==> config.mk <==
export PLATFORM = sky130hd
export DESIGN_NAME = integer_format_engine
export DESIGN_NICKNAME = d
export VERILOG_FILES = /design/src/sv/ife_pkg.sv /design/src/sv/ife_digit_unit.sv /design/src/sv/ife_emitter.sv /design/src/sv/integer_format_engine.sv
export SDC_FILE = /design/constraint.sdc
export NUM_CORES = 1
export LEC_CHECK = 0
export BUFFER_PORTS_ARGS = -buffer_cell sky130_fd_sc_hd__buf_2
export CORE_ASPECT_RATIO = 0.9
export CORE_MARGIN = 2
export CORE_UTILIZATION = 45
export DETAILED_ROUTE_END_ITERATION = 10
export PLACE_DENSITY = 0.69
export SLEW_MARGIN = 20
export SYNTH_ARGS = -nofsm -noshare
export SYNTH_HDL_FRONTEND = slang
export SYNTH_HIERARCHICAL = 1
export SYNTH_SLANG_ARGS = --single-unit
==> constraint.sdc <==
create_clock -name aclk -period 5.42 [get_ports aclk]
set_input_delay 0.542 -clock aclk [delete_from_list [all_inputs] [get_ports aclk]]
set_output_delay 0.542 -clock aclk [all_outputs]
set_load 0.1 [all_outputs]
==> src/sv/ife_pkg.sv <==
// Shared types, character codes and helper functions for the integer format engine.
// No dependencies; every other file of the block imports this package.
`timescale 1ns / 1ps
`default_nettype none

package ife_pkg;

    localparam int POSITION_BITS_DEFAULT = 16;
    localparam int CAP_W                 = 16;
    localparam int OUT_POS_W             = 16;
    localparam logic [15:0] CAP_RESET    = 16'd256;

    // character codes
    localparam logic [7:0] CHAR_NUL   = 8'h00;
    localparam logic [7:0] CHAR_BAD   = 8'h9D;
    localparam logic [7:0] CHAR_PCT   = 8'h25;
    localparam logic [7:0] CHAR_MINUS = 8'h2D;
    localparam logic [7:0] CHAR_ZERO  = 8'h30;
    localparam logic [7:0] CH_LC_D    = 8'h64;
    localparam logic [7:0] CH_LC_I    = 8'h69;
    localparam logic [7:0] CH_LC_U    = 8'h75;
    localparam logic [7:0] CH_LC_B    = 8'h62;
    localparam logic [7:0] CH_LC_O    = 8'h6F;
    localparam logic [7:0] CH_LC_X    = 8'h78;
    localparam logic [7:0] CH_UC_X    = 8'h58;

    // digit unit radix modes
    localparam logic [1:0] MODE_DEC = 2'd0;
    localparam logic [1:0] MODE_BIN = 2'd1;
    localparam logic [1:0] MODE_OCT = 2'd2;
    localparam logic [1:0] MODE_HEX = 2'd3;

    // digit unit operations
    localparam logic [1:0] OP_NONE   = 2'd0;
    localparam logic [1:0] OP_LOAD   = 2'd1;
    localparam logic [1:0] OP_DABBLE = 2'd2;
    localparam logic [1:0] OP_SHIFT  = 2'd3;

    typedef struct packed {
        logic        command;
        logic [7:0]  format_char;
        logic [31:0] arg_value;
    } ife_in_t;

    typedef struct packed {
        logic [7:0]           out_char;
        logic [OUT_POS_W-1:0] out_position;
        logic                 stored;
        logic                 run_last;
        logic [OUT_POS_W-1:0] total_length;
    } ife_out_t;

    typedef struct packed {
        logic [1:0]  op;
        logic [1:0]  mode;
        logic        upper;
        logic [31:0] value;
    } ife_dcmd_t;

    typedef struct packed {
        logic [3:0] digit;
        logic       upper;
        logic       last_digit;
        logic       last_step;
    } ife_dstat_t;

    typedef struct packed {
        logic       valid;
        logic [7:0] ch;
        logic       last;
        logic       term;
    } ife_emit_t;

    function automatic logic [7:0] digit_char(logic [3:0] d, logic upper);
        logic [7:0] base;
        if (d < 4'd10) begin
            base = CHAR_ZERO;
        end else begin
            base = upper ? 8'd55 : 8'd87;
        end
        return base + {4'b0000, d};
    endfunction

endpackage

`default_nettype wire

==> src/sv/ife_digit_unit.sv <==
// Shared digit unit: double-dabble binary to BCD and MSB-first digit shifter.
// Depends on ife_pkg for the command and status structs.
`timescale 1ns / 1ps
`default_nettype none

module ife_digit_unit (
    input  wire                  aclk,
    input  wire                  aresetn,
    input  ife_pkg::ife_dcmd_t   cmd_i,
    output ife_pkg::ife_dstat_t  stat_o
);
    import ife_pkg::*;

    // digits sit left-aligned in work_reg, top digit at [39:...]
    logic [39:0] work_reg, work_next;
    logic [31:0] bin_reg, bin_next;
    logic [5:0]  step_reg, step_next;
    logic [5:0]  left_reg, left_next;
    logic [1:0]  mode_reg, mode_next;
    logic        upper_reg, upper_next;
    logic [39:0] adj;

    // add 3 to every BCD nibble of 5 or more before the shift
    always_comb begin
        for (int i = 0; i < 10; i++) begin
            if (work_reg[4*i +: 4] >= 4'd5) begin
                adj[4*i +: 4] = work_reg[4*i +: 4] + 4'd3;
            end else begin
                adj[4*i +: 4] = work_reg[4*i +: 4];
            end
        end
    end

    always_comb begin
        work_next  = work_reg;
        bin_next   = bin_reg;
        step_next  = step_reg;
        left_next  = left_reg;
        mode_next  = mode_reg;
        upper_next = upper_reg;
        unique case (cmd_i.op)
            OP_LOAD: begin
                mode_next  = cmd_i.mode;
                upper_next = cmd_i.upper;
                step_next  = 6'd32;
                bin_next   = cmd_i.value;
                case (cmd_i.mode)
                    MODE_DEC: begin
                        work_next = '0;
                        left_next = 6'd10;
                    end
                    MODE_BIN: begin
                        work_next = {cmd_i.value, 8'h00};
                        left_next = 6'd32;
                    end
                    MODE_OCT: begin
                        work_next = {1'b0, cmd_i.value, 7'h00};
                        left_next = 6'd11;
                    end
                    default: begin
                        work_next = {cmd_i.value, 8'h00};
                        left_next = 6'd8;
                    end
                endcase
            end
            OP_DABBLE: begin
                work_next = {adj[38:0], bin_reg[31]};
                bin_next  = {bin_reg[30:0], 1'b0};
                step_next = step_reg - 6'd1;
            end
            OP_SHIFT: begin
                left_next = left_reg - 6'd1;
                case (mode_reg)
                    MODE_BIN: work_next = {work_reg[38:0], 1'b0};
                    MODE_OCT: work_next = {work_reg[36:0], 3'b000};
                    default:  work_next = {work_reg[35:0], 4'h0};
                endcase
            end
            default: ;
        endcase
    end

    always_ff @(posedge aclk) begin
        if (!aresetn) begin
            step_reg  <= '0;
            left_reg  <= '0;
            mode_reg  <= MODE_DEC;
            upper_reg <= 1'b0;
        end else begin
            step_reg  <= step_next;
            left_reg  <= left_next;
            mode_reg  <= mode_next;
            upper_reg <= upper_next;
        end
    end

    always_ff @(posedge aclk) begin
        work_reg <= work_next;
        bin_reg  <= bin_next;
    end

    always_comb begin
        case (mode_reg)
            MODE_BIN: stat_o.digit = {3'b000, work_reg[39]};
            MODE_OCT: stat_o.digit = {1'b0, work_reg[39:37]};
            default:  stat_o.digit = work_reg[39:36];
        endcase
        stat_o.upper      = upper_reg;
        stat_o.last_digit = (left_reg == 6'd1);
        stat_o.last_step  = (step_reg == 6'd1);
    end

endmodule

`default_nettype wire

==> src/sv/ife_emitter.sv <==
// Character emitter: running count, buffer position and stored flag, result register.
// Depends on ife_pkg for the emit request and result item structs.
`timescale 1ns / 1ps
`default_nettype none

module ife_emitter #(
    parameter int POSITION_BITS = ife_pkg::POSITION_BITS_DEFAULT
) (
    input  wire                            aclk,
    input  wire                            aresetn,
    input  wire [ife_pkg::CAP_W-1:0]       capacity_i,
    input  ife_pkg::ife_emit_t             emit_i,
    output logic                           ready_o,
    output logic                           m_valid,
    input  wire                            m_ready,
    output ife_pkg::ife_out_t              m_item
);
    import ife_pkg::*;

    localparam int CMP_W = (POSITION_BITS > CAP_W) ? POSITION_BITS : CAP_W;
    localparam logic [POSITION_BITS-1:0] COUNT_MAX = '1;

    logic [POSITION_BITS-1:0] count_reg, count_next;
    logic                     m_valid_reg;
    ife_out_t                 item_reg, item_next;
    logic                     fire;
    logic                     cap_nz;
    logic [CAP_W-1:0]         cap_m1;
    logic [CMP_W-1:0]         cnt_x, cap_x, pos_x;
    logic [POSITION_BITS-1:0] count_inc;

    assign ready_o = !m_valid_reg || m_ready;
    assign fire    = emit_i.valid && ready_o;
    assign cap_nz  = (capacity_i != '0);
    assign cap_m1  = capacity_i - CAP_W'(1);
    assign cnt_x   = CMP_W'(count_reg);
    assign cap_x   = CMP_W'(cap_m1);
    assign count_inc = (count_reg == COUNT_MAX) ? count_reg
                                                : count_reg + POSITION_BITS'(1);

    always_comb begin
        count_next         = count_reg;
        item_next.out_char = emit_i.ch;
        item_next.run_last = emit_i.last;
        if (emit_i.term) begin
            // terminator clamps to the last slot and is not counted
            pos_x  = (cap_nz && cnt_x > cap_x) ? cap_x : cnt_x;
            item_next.stored       = cap_nz;
            item_next.total_length = OUT_POS_W'(count_reg);
            count_next             = '0;
        end else begin
            pos_x  = cnt_x;
            item_next.stored       = cap_nz && (cnt_x < cap_x);
            item_next.total_length = OUT_POS_W'(count_inc);
            count_next             = count_inc;
        end
        item_next.out_position = OUT_POS_W'(pos_x);
    end

    always_ff @(posedge aclk) begin
        if (!aresetn) begin
            count_reg   <= '0;
            m_valid_reg <= 1'b0;
        end else begin
            if (fire) begin
                count_reg   <= count_next;
                m_valid_reg <= 1'b1;
            end else if (m_ready) begin
                m_valid_reg <= 1'b0;
            end
        end
    end

    always_ff @(posedge aclk) begin
        if (fire) begin
            item_reg <= item_next;
        end
    end

    assign m_valid = m_valid_reg;
    assign m_item  = item_reg;

endmodule

`default_nettype wire

==> src/sv/integer_format_engine.sv <==
// Integer format engine top level: item sequencer, capacity register, sub-units.
// Depends on ife_pkg, ife_digit_unit and ife_emitter.
//
// Usage: format-string characters arrive one per item on the s_ channel
// (valid/ready), each with a 32-bit argument word. Result items (one
// character each) leave on the m_ channel; run_last marks the final result
// of an input item. A '%' item alone gives no result. cfg_wr_en/cfg_wr_data
// write the buffer capacity (reset 256); the user must write it only while
// the block is idle, as the block itself does not enforce this. s_ready is
// high only while the sequencer is idle. Hex, octal and binary visit each
// digit position once, skipping leading zeros and emitting the rest.
// Decimal first runs 32 double-dabble steps in the shared BCD unit, then
// skips leading zeros and emits the rest of the 10 digit positions, with a
// minus sign first for a negative %d or %i value.
// The result register is refilled as it is taken; a stalled receiver holds
// the sequencer one result at a time. Synchronous reset clears the count,
// the pending '%', the sequencer and any result in flight.
`timescale 1ns / 1ps
`default_nettype none

module integer_format_engine #(
    parameter int POSITION_BITS = ife_pkg::POSITION_BITS_DEFAULT
) (
    input  wire                       aclk,
    input  wire                       aresetn,
    input  wire                       cfg_wr_en,
    input  wire [ife_pkg::CAP_W-1:0]  cfg_wr_data,
    input  wire                       s_valid,
    output logic                      s_ready,
    input  ife_pkg::ife_in_t          s_item,
    output logic                      m_valid,
    input  wire                       m_ready,
    output ife_pkg::ife_out_t         m_item
);
    import ife_pkg::*;

    localparam logic [2:0] S_IDLE   = 3'd0;
    localparam logic [2:0] S_ONE    = 3'd1;
    localparam logic [2:0] S_MINUS  = 3'd2;
    localparam logic [2:0] S_DABBLE = 3'd3;
    localparam logic [2:0] S_SKIP   = 3'd4;
    localparam logic [2:0] S_DIGITS = 3'd5;
    localparam logic [2:0] S_BADEND = 3'd6;
    localparam logic [2:0] S_TERM   = 3'd7;

    logic [2:0]       state_reg, state_next;
    logic             pct_reg, pct_next;
    logic [7:0]       char_reg, char_next;
    logic [CAP_W-1:0] cap_reg;

    ife_dcmd_t  dcmd;
    ife_dstat_t dstat;
    ife_emit_t  emit;
    logic       emit_rdy;
    logic       accept;

    logic [7:0] ch;
    logic       is_signed, is_dec, is_numeric;
    logic [1:0] spec_mode;

    assign s_ready = (state_reg == S_IDLE);
    assign accept  = s_valid && s_ready;
    assign ch      = s_item.format_char;

    always_comb begin
        is_signed  = (ch == CH_LC_D) || (ch == CH_LC_I);
        is_dec     = is_signed || (ch == CH_LC_U);
        is_numeric = is_dec || (ch == CH_LC_B) || (ch == CH_LC_O)
                     || (ch == CH_LC_X) || (ch == CH_UC_X);
        if (is_dec) begin
            spec_mode = MODE_DEC;
        end else if (ch == CH_LC_B) begin
            spec_mode = MODE_BIN;
        end else if (ch == CH_LC_O) begin
            spec_mode = MODE_OCT;
        end else begin
            spec_mode = MODE_HEX;
        end
    end

    always_comb begin
        state_next = state_reg;
        pct_next   = pct_reg;
        char_next  = char_reg;
        dcmd.op    = OP_NONE;
        dcmd.mode  = spec_mode;
        dcmd.upper = (ch == CH_UC_X);
        dcmd.value = (is_signed && s_item.arg_value[31]) ? (32'd0 - s_item.arg_value)
                                                         : s_item.arg_value;
        emit.valid = 1'b0;
        emit.ch    = char_reg;
        emit.last  = 1'b1;
        emit.term  = 1'b0;
        unique case (state_reg)
            S_IDLE: begin
                if (accept) begin
                    if (s_item.command) begin
                        pct_next   = 1'b0;
                        state_next = pct_reg ? S_BADEND : S_TERM;
                    end else if (!pct_reg) begin
                        if (ch == CHAR_PCT) begin
                            pct_next = 1'b1;
                        end else begin
                            char_next  = ch;
                            state_next = S_ONE;
                        end
                    end else begin
                        pct_next = 1'b0;
                        if (ch == CHAR_PCT) begin
                            char_next  = CHAR_PCT;
                            state_next = S_ONE;
                        end else if (!is_numeric) begin
                            char_next  = CHAR_BAD;
                            state_next = S_ONE;
                        end else if (s_item.arg_value == 32'd0) begin
                            char_next  = CHAR_ZERO;
                            state_next = S_ONE;
                        end else begin
                            dcmd.op = OP_LOAD;
                            if (is_signed && s_item.arg_value[31]) begin
                                state_next = S_MINUS;
                            end else if (is_dec) begin
                                state_next = S_DABBLE;
                            end else begin
                                state_next = S_SKIP;
                            end
                        end
                    end
                end
            end
            S_ONE: begin
                emit.valid = 1'b1;
                if (emit_rdy) begin
                    state_next = S_IDLE;
                end
            end
            S_MINUS: begin
                emit.valid = 1'b1;
                emit.ch    = CHAR_MINUS;
                emit.last  = 1'b0;
                if (emit_rdy) begin
                    state_next = S_DABBLE;
                end
            end
            S_DABBLE: begin
                dcmd.op = OP_DABBLE;
                if (dstat.last_step) begin
                    state_next = S_SKIP;
                end
            end
            S_SKIP: begin
                // drop leading zero digits; the value is known to be nonzero
                if (dstat.digit == 4'd0) begin
                    dcmd.op = OP_SHIFT;
                end else begin
                    state_next = S_DIGITS;
                end
            end
            S_DIGITS: begin
                emit.valid = 1'b1;
                emit.ch    = digit_char(dstat.digit, dstat.upper);
                emit.last  = dstat.last_digit;
                if (emit_rdy) begin
                    dcmd.op = OP_SHIFT;
                    if (dstat.last_digit) begin
                        state_next = S_IDLE;
                    end
                end
            end
            S_BADEND: begin
                emit.valid = 1'b1;
                emit.ch    = CHAR_BAD;
                emit.last  = 1'b0;
                if (emit_rdy) begin
                    state_next = S_TERM;
                end
            end
            S_TERM: begin
                emit.valid = 1'b1;
                emit.ch    = CHAR_NUL;
                emit.term  = 1'b1;
                if (emit_rdy) begin
                    state_next = S_IDLE;
                end
            end
            default: state_next = S_IDLE;
        endcase
    end

    always_ff @(posedge aclk) begin
        if (!aresetn) begin
            state_reg <= S_IDLE;
            pct_reg   <= 1'b0;
            cap_reg   <= CAP_RESET;
        end else begin
            state_reg <= state_next;
            pct_reg   <= pct_next;
            if (cfg_wr_en) begin
                cap_reg <= cfg_wr_data;
            end
        end
    end

    always_ff @(posedge aclk) begin
        char_reg <= char_next;
    end

    ife_digit_unit u_digit (
        .aclk    (aclk),
        .aresetn (aresetn),
        .cmd_i   (dcmd),
        .stat_o  (dstat)
    );

    ife_emitter #(
        .POSITION_BITS (POSITION_BITS)
    ) u_emit (
        .aclk       (aclk),
        .aresetn    (aresetn),
        .capacity_i (cap_reg),
        .emit_i     (emit),
        .ready_o    (emit_rdy),
        .m_valid    (m_valid),
        .m_ready    (m_ready),
        .m_item     (m_item)
    );

    // double dabble runs to completion before digits are scanned
    a_dabble_exit: assert property (@(posedge aclk) disable iff (!aresetn)
        state_reg == S_DABBLE |=> state_reg == S_DABBLE || state_reg == S_SKIP)
        else $error("dabble left early");

    // leading-zero skip never consumes the final digit
    a_skip_keeps_digit: assert property (@(posedge aclk) disable iff (!aresetn)
        (state_reg == S_SKIP && dstat.digit == 4'd0) |-> !dstat.last_digit)
        else $error("skip reached last digit");

    // end item always leaves no pending percent
    a_end_clears_pct: assert property (@(posedge aclk) disable iff (!aresetn)
        (accept && s_item.command) |=> !pct_reg)
        else $error("percent pending after end item");

    // nothing is offered to the emitter while a new item can be taken
    a_idle_quiet: assert property (@(posedge aclk) disable iff (!aresetn)
        s_ready |-> !emit.valid)
        else $error("emit request while idle");

endmodule

`default_nettype wire

After elaboration in Yosys (flattened, before gate mapping)
Cells that the tools add are included.
{ "word_totals": {"output_inout_bits": 44, "in_bits": 62, "reg_bits": 174} }
{ "classes": {"n_lt_le_gt_ge": 13, "n_addsub": 16, "eq_ne": 36, "bitwise": 1, "muxes": 72, "n_reduce_logical": 28} }
{ "ops": {"columns": ["operator", "n"], "rows": [
  ["40-bit one-hot mux with 2 select lines", 2],
  ["40-bit one-hot mux with 3 select lines", 1],
  ["16-bit two-way mux", 5],
  ["32-bit one-hot mux with 2 select lines", 1],
  ["8-bit by 7-bit equality test with 1-bit output, second input constant", 7],
  ["3-bit two-way mux", 17],
  ["8-bit two-way mux", 6],
  ["4-bit by 3-bit >= comparator with 1-bit output, second input constant", 10],
  ["4-bit by 2-bit adder with 4-bit output, second input constant", 9],
  ["4-bit two-way mux", 9],
  ["32-bit logical NOT", 1],
  ["32-bit two-way mux", 1],
  ["8-bit one-hot mux with 4 select lines", 1],
  ["1-bit by 32-bit subtractor with 32-bit output, first input constant", 1],
  ["6-bit one-hot mux with 2 select lines", 2],
  ["3-bit one-hot mux with 7 select lines", 1],
  ["6-bit one-hot mux with 3 select lines", 1],
  ["16-bit by 1-bit adder with 16-bit output, second input constant", 1],
  ["16-bit equality test, second input constant", 1],
  ["16-bit greater-than comparator", 1],
  ["16-bit less-than comparator", 1],
  ["1-bit two-way mux", 16],
  ["16-bit nonzero test", 1],
  ["16-bit by 1-bit subtractor with 16-bit output, second input constant", 1],
  ["other kinds (34)", 69]
]} }

Depth between registers and ports, before layout
{ "logic_depth": {"word_depth": 15, "mapped_depth": 17, "mapped_depth_nobuf": 14} }

Hierarchy
Netlist, hierarchy kept.
{ "by_module_without_submodules": {"columns": ["mod", "area_per_inst_um2", "n_inst", "seq_area_each_um2", "cells_per_inst"], "rows": [
  ["ife_digit_unit", 5997.0, 1, 2462.4, 613],
  ["ife_emitter", 3294.4, 1, 1601.5, 308],
  ["integer_format_engine", 2562.5, 1, 640.6, 315]
]} }

Worst setup path after synthesis
Ideal clock, no wire load.
{ "synth_path": {"kind": "register -> register", "startpoint": "register state_reg[2]", "endpoint": "register u_digit.step_reg[5]", "required_ns": 5.348, "path_slack_ns": 0.161, "arrival_ns": 5.188, "path_stages_with_launch": 11, "cell_sequence": "dfxtp_1 nor3_1 nand2_1 nor2_1 a221o_1 inv_1 ha_1 nor4b_4 nand2_1 xor2_1 a21oi_1"} }
{ "synth_lines": {"columns": ["item", "line_no", "source"], "rows": [
  ["start, declared", "integer_format_engine.sv:46", "logic [2:0] state_reg, state_next;"],
  ["start signal, assigned", "integer_format_engine.sv:196", "state_reg <= state_next;"],
  ["end signal, assigned", "ife_digit_unit.sv:90", "step_reg <= step_next;"],
  ["end, declared", "ife_digit_unit.sv:17", "logic [5:0] step_reg, step_next;"]
]} }

==> flow_summary.toml <==
[timing]
setup_viol = 0
hold_violations = 0
clock-skew-final_ns = 0.0209
setup-tns-final_ns = 0
worstMarginPinSlew_ns = 0.897
setup_ws_ns = 1.33
relSlewSlack = 0.397
min_period_ns = 4.09
report.final.slew_viol_count = 0
rsz0062_at_grt = "false"
max_freq_ghz = 0.244
layout_worst_path_cycle_share = 0.755

[grt]
grt_pass1_wl_microns = 47100
groute.usage.overall = 0.209
antenna_found_initial = 0
overflow = 0
grt_max_degree = 69
grt_pass1_vias = 9124

[drt]
wire_per_inst_microns = 17.2
drt_iter0_drc = 1078
route.final.wire_length_microns = 28700
drc = 0
vias_per_cell = 5.91
num_vias = 9839
first_pass_iters = 6
ant_nets = 0

[floorplanning]
die-area_sq_um = 27700
rows = 56
initial_utilization = 0.456
io_pins = 106
core-area_sq_um = 26000
die_h_microns = 158
dieWidth_microns = 175

[clock_network]
cts_resized = 0
tritoncts = "yes"
path_clk_slew_ns = 0.08
clk_path_buf_depth = 2
numCtsBuffers = 17
worstSkewPairLatency_ns = 0.44
cts.sinks = 174
cts_htree_levels = 4
ctsHoldBuffers = 0
cts-root-buf = "clkbuf_16"
post_cts_buffers = 0

[place]
pre_cts_slack_ns = 1.03
dp.cells = 1634
finalWeightedCongestion = 0.867
portBuffers = 105
hpwl_microns = 20200

[cells_and_area]
area_delta_synth_final_pct = 10.9
drive_gt1_frac = 0.172
diodes = 0
largest_register_ffs = 42
final_nets = 1419
finalNonFillerCells = 1666

[setup_path]
worstPathArrival_ns = 4.34
worstSetupEndpointType = "register"
cp_top_family = "compound AO/OA/AOI/OAI gates"
path_cells = "inv_1 > ha_1 > buf_4 > nand2_1 > o21ai_0 > nor2_1 > and3_1 > a221o_1 > ha_1 > inv_1 > nand2_2 > o221ai_1"
critPathLaunchType = "register"
crit_buf_inv = 3
required_ns = 5.67
max_stage_delay_ns = 0.58
crit_slowest_cell = "o21ai_0"
criticalPathCategory = "register to register"
path_max_fanout = 39

[power_and_ir_drop]
powerDensity_nw_per_um2 = 510
power.total_mw = 6.70
p_seq_frac = 0.351
p_switching_mw = 3.25
peakVddDrop_v = 0.000356
internal_power_mw = 3.45
clockPowerShare = 0.181
combPwrFrac = 0.468
p_sw_frac = 0.485
power_leakage_nw = 4.83

[synthesis]
syn-num-nets = 1350
synth_edf_count = 122
synth_flop_cell = "edfxtp_1"
yosysUniqueCellTypes = 93
yosysWarnings = 6
async_flop_share = 0
ys_seq_elements = 174
netlist_instances = 1236
ys_seq_area_frac = 0.397
syn_area_sq_um = 11900
syn_avg_cell_area_sq_um = 9.59

[status]
outcome = "completed"

[run]
drv_cap = 0

[min_path]
hold_class = "input pin to register"
==> synthesized netlist by cell type, types with 21 or more instances <==
master / count / area [sq um]
nand2_1: 124 / 465
edfxtp_1: 122 / 3660
o21ai_0: 73 / 365
inv_1: 67 / 251
a21oi_1: 64 / 320
nor2_1: 63 / 236
xnor2_1: 56 / 490
dfxtp_1: 52 / 1040
ha_1: 51 / 638
mux2i_1: 37 / 370
buf_2: 33 / 165
mux2_2: 32 / 360
nor3_1: 30 / 150
nand3_1: 25 / 125
nor2b_1: 24 / 150
a221oi_1: 23 / 201
clkbuf_1: 21 / 78.8
==> per-stage QoR <==
stage	util	area, sq um	hold slack [ns]
global route	0.506	13100	0.330
finish	0.506	13100	0.338
detailed placement	0.484	12600	0.492
CTS	0.506	13100	0.326
global placement	0.484	12600	0.493
floorplan	-	11900	0.456
==> kinds of logic (layout without fill, tap and decap cells) <==
| family | Yosys count | in the layout | synth area share |
|---|---|---|---|
| AO/OA/AOI/OAI | 341 | 341 | 0.203 |
| XOR/XNOR | 75 | 75 | 0.0554 |
| adder cells (fa/ha/maj) | 52 | 52 | 0.0555 |
| buffers and inverters | 144 | 226 | 0.0540 |
| flip-flops | 174 | 174 | 0.397 |
| multiplexers | 71 | 71 | 0.0635 |
| AND/OR/NAND/NOR | 379 | 379 | 0.172 |
==> per-layer routing <==
metal,part of all wire,vias to the layer above,track usage
met4,0.014,0,0.0639
met3,0.072,28,0.0324
met2,0.44,396,0.322
li1,-,4801,-
met5,0,-,0
met1,0.47,4614,0.302
==> cells in the final DEF, fill, tap and decap left out, types with 32 or more instances in the layout <==
cell        n
buf_2     105
dfxtp_1    52
o21ai_0    73
mux2_2     32
edfxtp_1  122
ha_1       50
a21oi_1    62
inv_1      67
nand2_1   124
nor2_1     63
xnor2_1    56
mux2i_1    37
==> worst register-to-register path: cells and delay by family (launching register included) <==
| kind | cells | cell delay [ns] |
|---|---|---|
| AND/OR/NAND/NOR | 4 | 0.74 |
| buffers and inverters | 3 | 0.98 |
| adder cells (fa/ha/maj) | 2 | 0.68 |
| AO/OA/AOI/OAI | 3 | 1.17 |
| flip-flops | 1 | 0.33 |
==> power groups by stage <==
stage / Combinational [mW] / Clock (mW) / Sequential (mW)
4_1_cts: 3.13 / 1.23 / 2.34
3_3_place_gp: 3.08 / 0 / 2.36
2_1_floorplan: 1.61 / 0 / 3.25
6_report: 3.14 / 1.21 / 2.35
5_1_grt: 3.39 / 1.29 / 2.41
3_5_place_dp: 3.12 / 0 / 2.37
==> worst paths after layout <==
kind | startpoint | to | slack [ns] | cells after the start
worst max register to register | u_digit/mode_reg[0] | u_digit/work_reg[19] | 1.33 | 12
worst min register to register | u_digit/left_reg[2] | u_digit/left_reg[2] | 0.50 | 1
worst min-delay path | cfg_wr_data[8] | cap_reg[8] | 0.34 | 3
worst max-delay path | u_digit/mode_reg[0] | u_digit/work_reg[19] | 1.33 | 12
==> area by class of cell <==
class / count / area (sq um)
repair buffers: 120 / 638
multi-input cells: 918 / 6530
clock inverters: 15 / 141
fillers: 2382 / 12800
inverters: 74 / 278
well taps: 348 / 435
clock buffers: 17 / 425
flip-flops and latches: 174 / 4700
Power figures use the tool's default switching activity.
